--- config.mk ---
export PLATFORM = sky130hd
export DESIGN_NAME = accel_shake_detector_core_flat
export DESIGN_NICKNAME = d
export VERILOG_FILES = /design/src/design/asd_pkg.sv /design/src/design/asd_in_if.sv /design/src/design/asd_out_if.sv /design/src/design/asd_cfg_if.sv /design/src/design/asd_axis_lane.sv /design/src/design/asd_gesture.sv /design/src/design/accel_shake_detector_core.sv /design/src/flat_wrapper.sv
export SDC_FILE = /design/constraint.sdc
export NUM_CORES = 1
export LEC_CHECK = 0
export ABC_AREA = 1
export BUFFER_PORTS_ARGS = -buffer_cell sky130_fd_sc_hd__buf_2
export CAP_MARGIN = 20
export CORE_ASPECT_RATIO = 0.9
export CORE_MARGIN = 5
export CORE_UTILIZATION = 57
export DETAILED_ROUTE_END_ITERATION = 10
export PLACE_DENSITY = 0.76
export SLEW_MARGIN = 10
export SYNTH_ARGS = -nofsm -noshare
export SYNTH_HDL_FRONTEND = slang
export SYNTH_SLANG_ARGS = --single-unit
--- constraint.sdc ---
create_clock -name clk -period 5.83 [get_ports clk]
set_input_delay 0.583 -clock clk [delete_from_list [all_inputs] [get_ports clk]]
set_output_delay 0.583 -clock clk [all_outputs]
set_load 0.05 [all_outputs]
--- src/design/asd_pkg.sv ---
// ----------------------------------------------------------------------------
// asd_pkg
// Shared types and constants for the accelerometer shake detector.
// ----------------------------------------------------------------------------
`default_nettype none

package asd_pkg;

    // Axis and field sizes
    localparam int AXES_MAX   = 3;
    localparam int DIR_W      = 2 * AXES_MAX;
    localparam int TIME_W     = 32;
    localparam int THR_W      = 12;
    localparam int MS_W       = 16;
    localparam int CFG_IDX_W  = 2;
    localparam int CFG_DATA_W = 16;

    // Register defaults after reset
    localparam logic [THR_W-1:0] THR_RESET       = 12'd1;
    localparam logic [MS_W-1:0]  HYST_RESET      = 16'd100;
    localparam logic [MS_W-1:0]  MIN_SHAKE_RESET = 16'd500;

    // Configuration register indexes
    typedef enum logic [CFG_IDX_W-1:0] {
        CFG_THRESHOLD  = 2'd0,
        CFG_HYSTERESIS = 2'd1,
        CFG_MIN_SHAKE  = 2'd2
    } cfg_reg_t;

    // Evaluate beat handed from the lanes to the merge stage
    typedef struct packed {
        logic [DIR_W-1:0]  dir;
        logic [TIME_W-1:0] now_ms;
    } eval_beat_t;

    // Timing settings seen by the merge stage
    typedef struct packed {
        logic [MS_W-1:0] hysteresis_ms;
        logic [MS_W-1:0] min_shake_ms;
    } gesture_cfg_t;

    // One result beat
    typedef struct packed {
        logic [DIR_W-1:0] direction_bits;
        logic             moving;
        logic             shake;
    } result_t;

endpackage

`default_nettype wire

--- src/design/asd_in_if.sv ---
// ----------------------------------------------------------------------------
// asd_in_if
// Input item channel: sample or evaluate beats.
// ----------------------------------------------------------------------------
`default_nettype none

interface asd_in_if #(
    parameter int SAMPLE_BITS = 12
);
    logic                   valid;
    logic                   ready;
    logic                   mode;
    logic [SAMPLE_BITS-1:0] x_sample;
    logic [SAMPLE_BITS-1:0] y_sample;
    logic [SAMPLE_BITS-1:0] z_sample;
    logic [31:0]            now_ms;

    modport source (output valid, mode, x_sample, y_sample, z_sample, now_ms,
                    input ready);
    modport sink   (input valid, mode, x_sample, y_sample, z_sample, now_ms,
                    output ready);
endinterface

`default_nettype wire

--- src/design/asd_out_if.sv ---
// ----------------------------------------------------------------------------
// asd_out_if
// Result channel: direction bits, moving flag and shake report.
// ----------------------------------------------------------------------------
`default_nettype none

interface asd_out_if;
    logic       valid;
    logic       ready;
    logic [5:0] direction_bits;
    logic       moving;
    logic       shake;

    modport source (output valid, direction_bits, moving, shake, input ready);
    modport sink   (input valid, direction_bits, moving, shake, output ready);
endinterface

`default_nettype wire

--- src/design/asd_cfg_if.sv ---
// ----------------------------------------------------------------------------
// asd_cfg_if
// Configuration write channel: register index and write data.
// ----------------------------------------------------------------------------
`default_nettype none

interface asd_cfg_if;
    logic        valid;
    logic        ready;
    logic [1:0]  reg_index;
    logic [15:0] wdata;

    modport source (output valid, reg_index, wdata, input ready);
    modport sink   (input valid, reg_index, wdata, output ready);
endinterface

`default_nettype wire

--- src/design/asd_axis_lane.sv ---
// ----------------------------------------------------------------------------
// asd_axis_lane
// One axis: previous reading, saturating delta sum and threshold classifier.
// ----------------------------------------------------------------------------
`default_nettype none

module asd_axis_lane
    import asd_pkg::*;
#(
    parameter int SAMPLE_BITS = 12
) (
    input  wire logic                   clk,
    input  wire logic                   rst_n,
    input  wire logic                   sample_en,
    input  wire logic                   eval_en,
    input  wire logic [SAMPLE_BITS-1:0] sample,
    input  wire logic [THR_W-1:0]       threshold,
    output logic                        dir_pos,
    output logic                        dir_neg
);

    localparam int SUM_W = SAMPLE_BITS + 1;
    localparam int CMP_W = ((SUM_W > THR_W + 1) ? SUM_W : THR_W + 1) + 1;

    logic [SAMPLE_BITS-1:0]  last_reg, last_next;
    logic [SUM_W-1:0]        sum_reg, sum_next;
    logic [SUM_W:0]          acc;
    logic signed [CMP_W-1:0] sum_x;
    logic signed [CMP_W-1:0] thr_x;
    logic signed [CMP_W-1:0] thr_neg;

    // sum + (last - new), one guard bit, then saturate
    always_comb
    begin
        acc = {sum_reg[SUM_W-1], sum_reg} + {2'b00, last_reg} - {2'b00, sample};
        last_next = last_reg;
        sum_next  = sum_reg;
        if (sample_en)
        begin
            last_next = sample;
            if (acc[SUM_W] != acc[SUM_W-1])
            begin
                sum_next = acc[SUM_W] ? {1'b1, {SAMPLE_BITS{1'b0}}}
                                      : {1'b0, {SAMPLE_BITS{1'b1}}};
            end
            else
            begin
                sum_next = acc[SUM_W-1:0];
            end
        end
        else if (eval_en)
        begin
            sum_next = '0;
        end
    end

    always_ff @(posedge clk or negedge rst_n)
    begin
        if (!rst_n)
        begin
            last_reg <= '0;
            sum_reg  <= '0;
        end
        else
        begin
            last_reg <= last_next;
            sum_reg  <= sum_next;
        end
    end

    // classify the current sum against +/- threshold
    always_comb
    begin
        sum_x   = {{(CMP_W-SUM_W){sum_reg[SUM_W-1]}}, sum_reg};
        thr_x   = {{(CMP_W-THR_W){1'b0}}, threshold};
        thr_neg = -thr_x;
        dir_pos = (sum_x > thr_x);
        dir_neg = (sum_x < thr_neg);
    end

endmodule

`default_nettype wire

--- src/design/asd_gesture.sv ---
// ----------------------------------------------------------------------------
// asd_gesture
// Merge stage: folds the lane direction bits into move and shake tracking.
// ----------------------------------------------------------------------------
`default_nettype none

module asd_gesture
    import asd_pkg::*;
(
    input  wire logic         clk,
    input  wire logic         rst_n,
    input  wire logic         advance,
    input  wire eval_beat_t   beat,
    input  wire gesture_cfg_t cfg,
    output result_t           res
);

    logic              active_reg, active_next;
    logic              pending_reg, pending_next;
    logic [TIME_W-1:0] start_reg, start_next;
    logic [TIME_W-1:0] end_reg, end_next;

    logic              motion;
    logic              starts;
    logic              ends;
    logic              pending_mid;
    logic              shake;
    logic [TIME_W-1:0] hyst_deadline;
    logic [TIME_W-1:0] dur;

    always_comb
    begin
        motion        = |beat.dir;
        hyst_deadline = start_reg + {{(TIME_W-MS_W){1'b0}}, cfg.hysteresis_ms};
        starts        = motion && !active_reg;
        ends          = !motion && active_reg && (hyst_deadline < beat.now_ms);

        active_next = active_reg;
        if (starts)
        begin
            active_next = 1'b1;
        end
        else if (ends)
        begin
            active_next = 1'b0;
        end

        start_next  = starts ? beat.now_ms : start_reg;
        end_next    = ends ? beat.now_ms : end_reg;
        pending_mid = pending_reg || ends;

        // a move ending now lasts now - start; otherwise the stored span
        dur   = ends ? (beat.now_ms - start_reg) : (end_reg - start_reg);
        shake = pending_mid && !active_next &&
                (dur > {{(TIME_W-MS_W){1'b0}}, cfg.min_shake_ms});
        pending_next = pending_mid && !shake;

        res.direction_bits = beat.dir;
        res.moving         = active_next;
        res.shake          = shake;
    end

    always_ff @(posedge clk or negedge rst_n)
    begin
        if (!rst_n)
        begin
            active_reg  <= 1'b0;
            pending_reg <= 1'b0;
            start_reg   <= '0;
            end_reg     <= '0;
        end
        else if (advance)
        begin
            active_reg  <= active_next;
            pending_reg <= pending_next;
            start_reg   <= start_next;
            end_reg     <= end_next;
        end
    end

endmodule

`default_nettype wire

--- src/design/accel_shake_detector_core.sv ---
// Evaluate items: lane classify into stage 1, then merge into the output register.
// Sample items: absorbed into the lane registers, no result beat.
// Throughput: one item per cycle, unless the output stalls and input ready drops.
// Input ready drops only while stage 1 and the output are full and not being taken.
// Reset (rst_n, async, active low): clears lane sums, move state, pipeline valids,
// and loads the configuration defaults (threshold 1, hysteresis 100, min shake 500).
// ----------------------------------------------------------------------------
// accel_shake_detector_core
// Per-axis delta lanes feeding a move/shake merge stage, with config registers.
// ----------------------------------------------------------------------------
`default_nettype none

module accel_shake_detector_core
    import asd_pkg::*;
#(
    parameter int SAMPLE_BITS = 12,
    parameter int NUM_AXES    = 3
) (
    input  wire logic clk,
    input  wire logic rst_n,
    asd_in_if.sink    item,
    asd_out_if.source result,
    asd_cfg_if.sink   cfg
);

    logic [THR_W-1:0] thr_reg, thr_next;
    logic [MS_W-1:0]  hyst_reg, hyst_next;
    logic [MS_W-1:0]  min_shake_reg, min_shake_next;

    logic             s1_valid_reg, s1_valid_next;
    eval_beat_t       s1_beat_reg;
    logic             out_valid_reg, out_valid_next;
    result_t          out_res_reg;

    logic             item_take;
    logic             sample_take;
    logic             eval_take;
    logic             out_free;
    logic             s1_adv;
    logic [DIR_W-1:0] lane_dir;
    gesture_cfg_t     g_cfg;
    result_t          g_res;

    logic [SAMPLE_BITS-1:0] samples [AXES_MAX];

    // ---------------- configuration registers ----------------
    assign cfg.ready = 1'b1;

    always_comb
    begin
        thr_next       = thr_reg;
        hyst_next      = hyst_reg;
        min_shake_next = min_shake_reg;
        if (cfg.valid)
        begin
            case (cfg_reg_t'(cfg.reg_index))
                CFG_THRESHOLD:  thr_next       = cfg.wdata[THR_W-1:0];
                CFG_HYSTERESIS: hyst_next      = cfg.wdata[MS_W-1:0];
                CFG_MIN_SHAKE:  min_shake_next = cfg.wdata[MS_W-1:0];
                default:        ;
            endcase
        end
    end

    always_ff @(posedge clk or negedge rst_n)
    begin
        if (!rst_n)
        begin
            thr_reg       <= THR_RESET;
            hyst_reg      <= HYST_RESET;
            min_shake_reg <= MIN_SHAKE_RESET;
        end
        else
        begin
            thr_reg       <= thr_next;
            hyst_reg      <= hyst_next;
            min_shake_reg <= min_shake_next;
        end
    end

    // ---------------- handshake and pipeline flow ----------------
    assign out_free    = !out_valid_reg || result.ready;
    assign s1_adv      = s1_valid_reg && out_free;
    assign item.ready  = !s1_valid_reg || out_free;
    assign item_take   = item.valid && item.ready;
    assign sample_take = item_take && !item.mode;
    assign eval_take   = item_take && item.mode;

    // ---------------- axis lanes ----------------
    assign samples[0] = item.x_sample;
    assign samples[1] = item.y_sample;
    assign samples[2] = item.z_sample;

    for (genvar a = 0; a < AXES_MAX; a++)
    begin : g_lane
        if (a < NUM_AXES)
        begin : g_used
            asd_axis_lane #(
                .SAMPLE_BITS (SAMPLE_BITS)
            ) u_lane (
                .clk       (clk),
                .rst_n     (rst_n),
                .sample_en (sample_take),
                .eval_en   (eval_take),
                .sample    (samples[a]),
                .threshold (thr_reg),
                .dir_pos   (lane_dir[2*a]),
                .dir_neg   (lane_dir[2*a+1])
            );
        end
        else
        begin : g_unused
            assign lane_dir[2*a]   = 1'b0;
            assign lane_dir[2*a+1] = 1'b0;
        end
    end

    // ---------------- stage 1: classified evaluate beat ----------------
    always_comb
    begin
        s1_valid_next = s1_valid_reg;
        if (eval_take)
        begin
            s1_valid_next = 1'b1;
        end
        else if (s1_adv)
        begin
            s1_valid_next = 1'b0;
        end
    end

    always_ff @(posedge clk or negedge rst_n)
    begin
        if (!rst_n)
        begin
            s1_valid_reg <= 1'b0;
        end
        else
        begin
            s1_valid_reg <= s1_valid_next;
        end
    end

    always_ff @(posedge clk)
    begin
        if (eval_take)
        begin
            s1_beat_reg.dir    <= lane_dir;
            s1_beat_reg.now_ms <= item.now_ms;
        end
    end

    // ---------------- stage 2: merge ----------------
    assign g_cfg.hysteresis_ms = hyst_reg;
    assign g_cfg.min_shake_ms  = min_shake_reg;

    asd_gesture u_gesture (
        .clk     (clk),
        .rst_n   (rst_n),
        .advance (s1_adv),
        .beat    (s1_beat_reg),
        .cfg     (g_cfg),
        .res     (g_res)
    );

    // ---------------- output register ----------------
    always_comb
    begin
        out_valid_next = out_valid_reg;
        if (s1_adv)
        begin
            out_valid_next = 1'b1;
        end
        else if (result.ready)
        begin
            out_valid_next = 1'b0;
        end
    end

    always_ff @(posedge clk or negedge rst_n)
    begin
        if (!rst_n)
        begin
            out_valid_reg <= 1'b0;
        end
        else
        begin
            out_valid_reg <= out_valid_next;
        end
    end

    always_ff @(posedge clk)
    begin
        if (s1_adv)
        begin
            out_res_reg <= g_res;
        end
    end

    assign result.valid          = out_valid_reg;
    assign result.direction_bits = out_res_reg.direction_bits;
    assign result.moving         = out_res_reg.moving;
    assign result.shake          = out_res_reg.shake;

endmodule

`default_nettype wire

--- src/flat_wrapper.sv ---
// flat-port wrapper written by rule: the top's interface ports become plain ports
module accel_shake_detector_core_flat import asd_pkg::*;
#(
    parameter int SAMPLE_BITS = 12,
    parameter int NUM_AXES    = 3
)
  (clk, rst_n, item_valid, item_mode, item_x_sample, item_y_sample, item_z_sample, item_now_ms, item_ready, result_valid, result_direction_bits, result_moving, result_shake, result_ready, cfg_valid, cfg_reg_index, cfg_wdata, cfg_ready);
  asd_in_if #(.SAMPLE_BITS(SAMPLE_BITS)) item_i ();
  asd_out_if result_i ();
  asd_cfg_if cfg_i ();
  input  wire logic clk;
  input  wire logic rst_n;
  input wire logic [$bits(item_i.valid)-1:0] item_valid;
  input wire logic [$bits(item_i.mode)-1:0] item_mode;
  input wire logic [$bits(item_i.x_sample)-1:0] item_x_sample;
  input wire logic [$bits(item_i.y_sample)-1:0] item_y_sample;
  input wire logic [$bits(item_i.z_sample)-1:0] item_z_sample;
  input wire logic [$bits(item_i.now_ms)-1:0] item_now_ms;
  output wire logic [$bits(item_i.ready)-1:0] item_ready;
  output wire logic [$bits(result_i.valid)-1:0] result_valid;
  output wire logic [$bits(result_i.direction_bits)-1:0] result_direction_bits;
  output wire logic [$bits(result_i.moving)-1:0] result_moving;
  output wire logic [$bits(result_i.shake)-1:0] result_shake;
  input wire logic [$bits(result_i.ready)-1:0] result_ready;
  input wire logic [$bits(cfg_i.valid)-1:0] cfg_valid;
  input wire logic [$bits(cfg_i.reg_index)-1:0] cfg_reg_index;
  input wire logic [$bits(cfg_i.wdata)-1:0] cfg_wdata;
  output wire logic [$bits(cfg_i.ready)-1:0] cfg_ready;
  assign item_i.valid = item_valid;
  assign item_i.mode = item_mode;
  assign item_i.x_sample = item_x_sample;
  assign item_i.y_sample = item_y_sample;
  assign item_i.z_sample = item_z_sample;
  assign item_i.now_ms = item_now_ms;
  assign item_ready = item_i.ready;
  assign result_valid = result_i.valid;
  assign result_direction_bits = result_i.direction_bits;
  assign result_moving = result_i.moving;
  assign result_shake = result_i.shake;
  assign result_i.ready = result_ready;
  assign cfg_i.valid = cfg_valid;
  assign cfg_i.reg_index = cfg_reg_index;
  assign cfg_i.wdata = cfg_wdata;
  assign cfg_ready = cfg_i.ready;
  accel_shake_detector_core #(.SAMPLE_BITS(SAMPLE_BITS), .NUM_AXES(NUM_AXES)) u_core (.clk(clk), .rst_n(rst_n), .item(item_i), .result(result_i), .cfg(cfg_i));
endmodule
==> summary.log <==
[logic_synthesis] most instantiated flip-flop cell in the synthesis netlist dfrtp_1
[floorplanning] starting density of the core 58.0%
[clock_network] worst-case clock buffer depth 3
[logic_synthesis] EDFF count, synth 46
[clock_network] H-tree level count 1
[pwr] internal cell power 5.90 mW
[critical_path] internal reg-to-reg setup slack -0.65 ns
[logic_synthesis] count of distinct cell types in the synthesized netlist 57
[outcome] outcome complete, but fails checks
[flow_run] max-cap viol count 0
[sta] Worst Skew 0.0228 ns
[sta] unrepaired setup endpoints after global routing true
[critical_path] Worst EP arrival 6.76 ns
[sta] worst-case setup margin in the final layout -0.646 ns
[clock_network] number of sinks driven by the clock tree 233
[critical_path] element type at the critical path end register
[global_routing] remaining global-route overflow 0
[critical_path] classification of the worst setup path register to register
[pwr] worst vdd ir 0.384 mV
[pwr] switch share 46.0%
[critical_path] depth of the worst register-to-register path 46
[floorplanning] Die ar. 35300 µm²
[critical_path] crit path max fanout 6
[clock_network] clock transition at the register clock pins on the worst setup and hold paths after CTS 0.06 ns
[logic_synthesis] share of async-settable or async-resettable flops after synthesis 80.3%
[logic_synthesis] Avg Inst Size Synth 7.77 µm²
[detailed_routing] routed length per instance 17.0 µm
[detailed_routing] final WL 51600 µm
[global_routing] largest net degree at the start of global routing 75
[sta] # setup viols final 2
[pwr] Pwr per Cell Area 501 nW/µm²
[clock_network] Worst-Skew Late Latency 0.55 ns
[detailed_routing] ratio of routed vias to standard cells 5.53
[critical_path] critical register-to-register path startpoint u_core.hyst_reg[0]
[final_layout] commonest cells after routing, fill and taps aside 523 x nand2_1, 381 x inv_1, 253 x o21ai_0
[pwr] part of the total power dissipated in combinational logic 62.7%
[hold_path] worst hold path class input pin to async pin
[pwr] relative contribution of sequential cells to total power 21.3%
[final_layout] area growth from synthesis to layout 20.9%
[detailed_routing] drc violations 0
[floorplanning] IO Count 103
[logic_synthesis] post-synth net total 2661
[placement] total half-perimeter wirelength after legalization and detailed placement 39900 µm
[outcome] violated checks setup timing
[critical_path] Largest delay share family, worst path simple AND/OR/NAND/NOR gates
[pwr] total design power 10.9 mW
[sta] setup TNS -1.26 ns
[placement] Placer Congestion 0.994
[critical_path] delay contributed by the slowest stage of the critical path 0.37 ns
[sta] number of hold violations in the final report 0
[clock_network] clock root buffer clkbuf_16
[final_layout] cell area after layout 21800 µm²
[critical_path] Buf+Inv Stages, Crit Path 3
[logic_synthesis] area of the mapped netlist 18000 µm²
[logic_synthesis] cells after synthesis 2319
[global_routing] vias in the first global route 16281
[floorplanning] placeable core region 31100 µm²
[sta] Period Utilization, post-route 111%
[final_layout] number of antenna cells inserted 0
[critical_path] worst r2r dst u_core.result.shake
[floorplanning] row count 61
[detailed_routing] First-pass DRT Iterations 7
[detailed_routing] DR vias 16766
[sta] Worst Max-Slew Pin Slew 1.07 ns
[critical_path] total stage count of the critical path 46
[global_routing] initial antenna violation count 1
[pwr] net load switching power 5.02 mW
[placement] count of input and output buffers 101
[pwr] clock network fraction of total power 16.0%
[logic_synthesis] Synth warnings 0
[critical_path] type of origin of the critical path register
[critical_path] Worst path slowest cell fa_2
[clock_network] TritonCTS clock tree done
[sta] Fmax 154 MHz
[global_routing] combined global-route utilization of all metal layers 28.8%
[logic_synthesis] sequential element share of the synthesized area 33.7%
[floorplanning] horizontal extent of the die 197 µm
[final_layout] layout cells sized above 1 18.7%
[pwr] Leakage Power 11.4 nW
[detailed_routing] Antenna Violating Nets Remaining 0
[global_routing] first-pass GRT wire length 81900 µm
[logic_synthesis] #FFs+latches synth 233
[floorplanning] die height 179 µm
[clock_network] total CTS buffers 26
[detailed_routing] violation count after the first detailed-routing iteration 1474
[final_layout] number of flip-flops in the largest register 39
[final_layout] Final #Nets 2944
[sta] max-slew headroom at the worst pin 28.7%
[final_layout] most frequent standard cell in the layout excluding fill and tap cells nand2_1
[placement] area after detailed placement 20200 µm²
[critical_path] Crit path required time 6.12 ns
[sta] final-report max-slew violation count 0
[sta] min cycle time layout 6.48 ns
-- synthesized netlist by cell type, types with 7 or more instances --
cell type / number / area, µm²
a21oi_1: 138 / 691
inv_2: 8 / 30.0
nand2_1: 550 / 2060
inv_1: 385 / 1450
xnor2_1: 23 / 201
xor2_1: 64 / 561
o21ai_1: 11 / 55.1
nand2_2: 19 / 119
nor3_1: 19 / 95.1
dfrtp_1: 177 / 4430
nand3_1: 72 / 360
edfxtp_1: 46 / 1380
a21o_1: 8 / 60.1
nand4_1: 19 / 119
o21ai_0: 265 / 1330
o22ai_1: 7 / 43.8
nor2_1: 110 / 413
clkbuf_1: 35 / 131
ha_1: 212 / 2650
dfstp_2: 10 / 263
a21oi_2: 8 / 70.1
fa_1: 38 / 761
nor2_2: 11 / 68.8
-- timing repair --
action                                  in CTS  in global routing
endpoints found under the setup margin       2                  2
setup buffers                               11                 14
gates cloned                                 2                  0
gates resized for setup                     29                 79
hold buffers                                 0                  0
pin swaps                                   21                 65
-- logic make-up (layout without fill, tap and decap cells) --
| kind of cell | Yosys count | count (layout) | synth area share (%) |
|---|---|---|---|
| AO/OA/AOI/OAI | 480 | 480 | 14.5 |
| XOR/XNOR | 87 | 87 | 4.23 |
| adder cells (fa/ha/maj) | 250 | 250 | 18.9 |
| buffers and inverters | 439 | 742 | 9.20 |
| flip-flops | 233 | 233 | 33.7 |
| other | 1 | 1 | 0.0208 |
| AND/OR/NAND/NOR | 829 | 829 | 19.4 |
-- area by class of cell --
type                       count  area (µm²)
fill                        2459        9270
clock inverter                16         200
timing repair buffer         296        2110
inverter                     398        1510
tap                          409         512
multi-input combinational   1647       10700
sequential                   233        6070
clock buffer                  32         703
-- per-stage QoR --
| stage | util, % | setup slack (ns) | hold slack (ns) | instances |
|---|---|---|---|---|
| after floorplan | - | -0.0543 | 0.287 | 2319 |
| after global placement | 64.9 | -0.470 | 0.446 | 2952 |
| after detailed placement | 64.9 | -0.623 | 0.453 | 2953 |
| after CTS | 68.6 | -0.431 | 0.0494 | 3014 |
| after global routing | 70.1 | -1.03 | 0.0641 | 3031 |
| final | 70.1 | -0.646 | 0.0271 | 3031 |
-- metal layers --
metal | GRT usage (%) | up-vias | share of wire [%]
met2 | 45.5 | 661 | 44
met4 | 6.90 | 0 | 2.3
met1 | 41.8 | 7911 | 46
li1 | - | 8098 | -
met3 | 4.81 | 96 | 7.7
met5 | 0 | - | 0
-- how the worst max path moves through the flow --
| stage | to | startpoint | slack (ns) |
|---|---|---|---|
| after floorplan | u_core.result.shake | u_core.u_gesture.start_reg[0] | -0.05 |
| after global placement | u_core.result.shake | u_core.u_gesture.start_reg[0] | -0.47 |
| after detailed placement | u_core.result.shake | u_core.u_gesture.start_reg[0] | -0.62 |
| after CTS | u_core.result.shake | u_core.u_gesture.start_reg[0] | -0.43 |
| after global routing | u_core.u_gesture.pending_reg | u_core.hyst_reg[0] | -1.03 |
| final | u_core.result.shake | u_core.hyst_reg[0] | -0.65 |
-- power groups by stage --
stage	clock network [mW]	logic, mW	registers [mW]
detailed placement	0	6.28	2.35
floorplan	0	4.29	2.27
global route	1.83	7.63	2.37
global placement	0	6.08	2.33
CTS	1.76	6.46	2.32
finish	1.75	6.85	2.33
-- worst reg2reg max path: cells and delay by family, from the launching register on --
family | cells | cell delay (ns)
compound gates | 11 | 1.41
buf+inv | 3 | 0.35
simple gates | 25 | 2.36
fa+ha+maj | 5 | 1.46
xor+xnor | 2 | 0.28
flops | 1 | 0.36
Power figures use the tool's default switching activity.
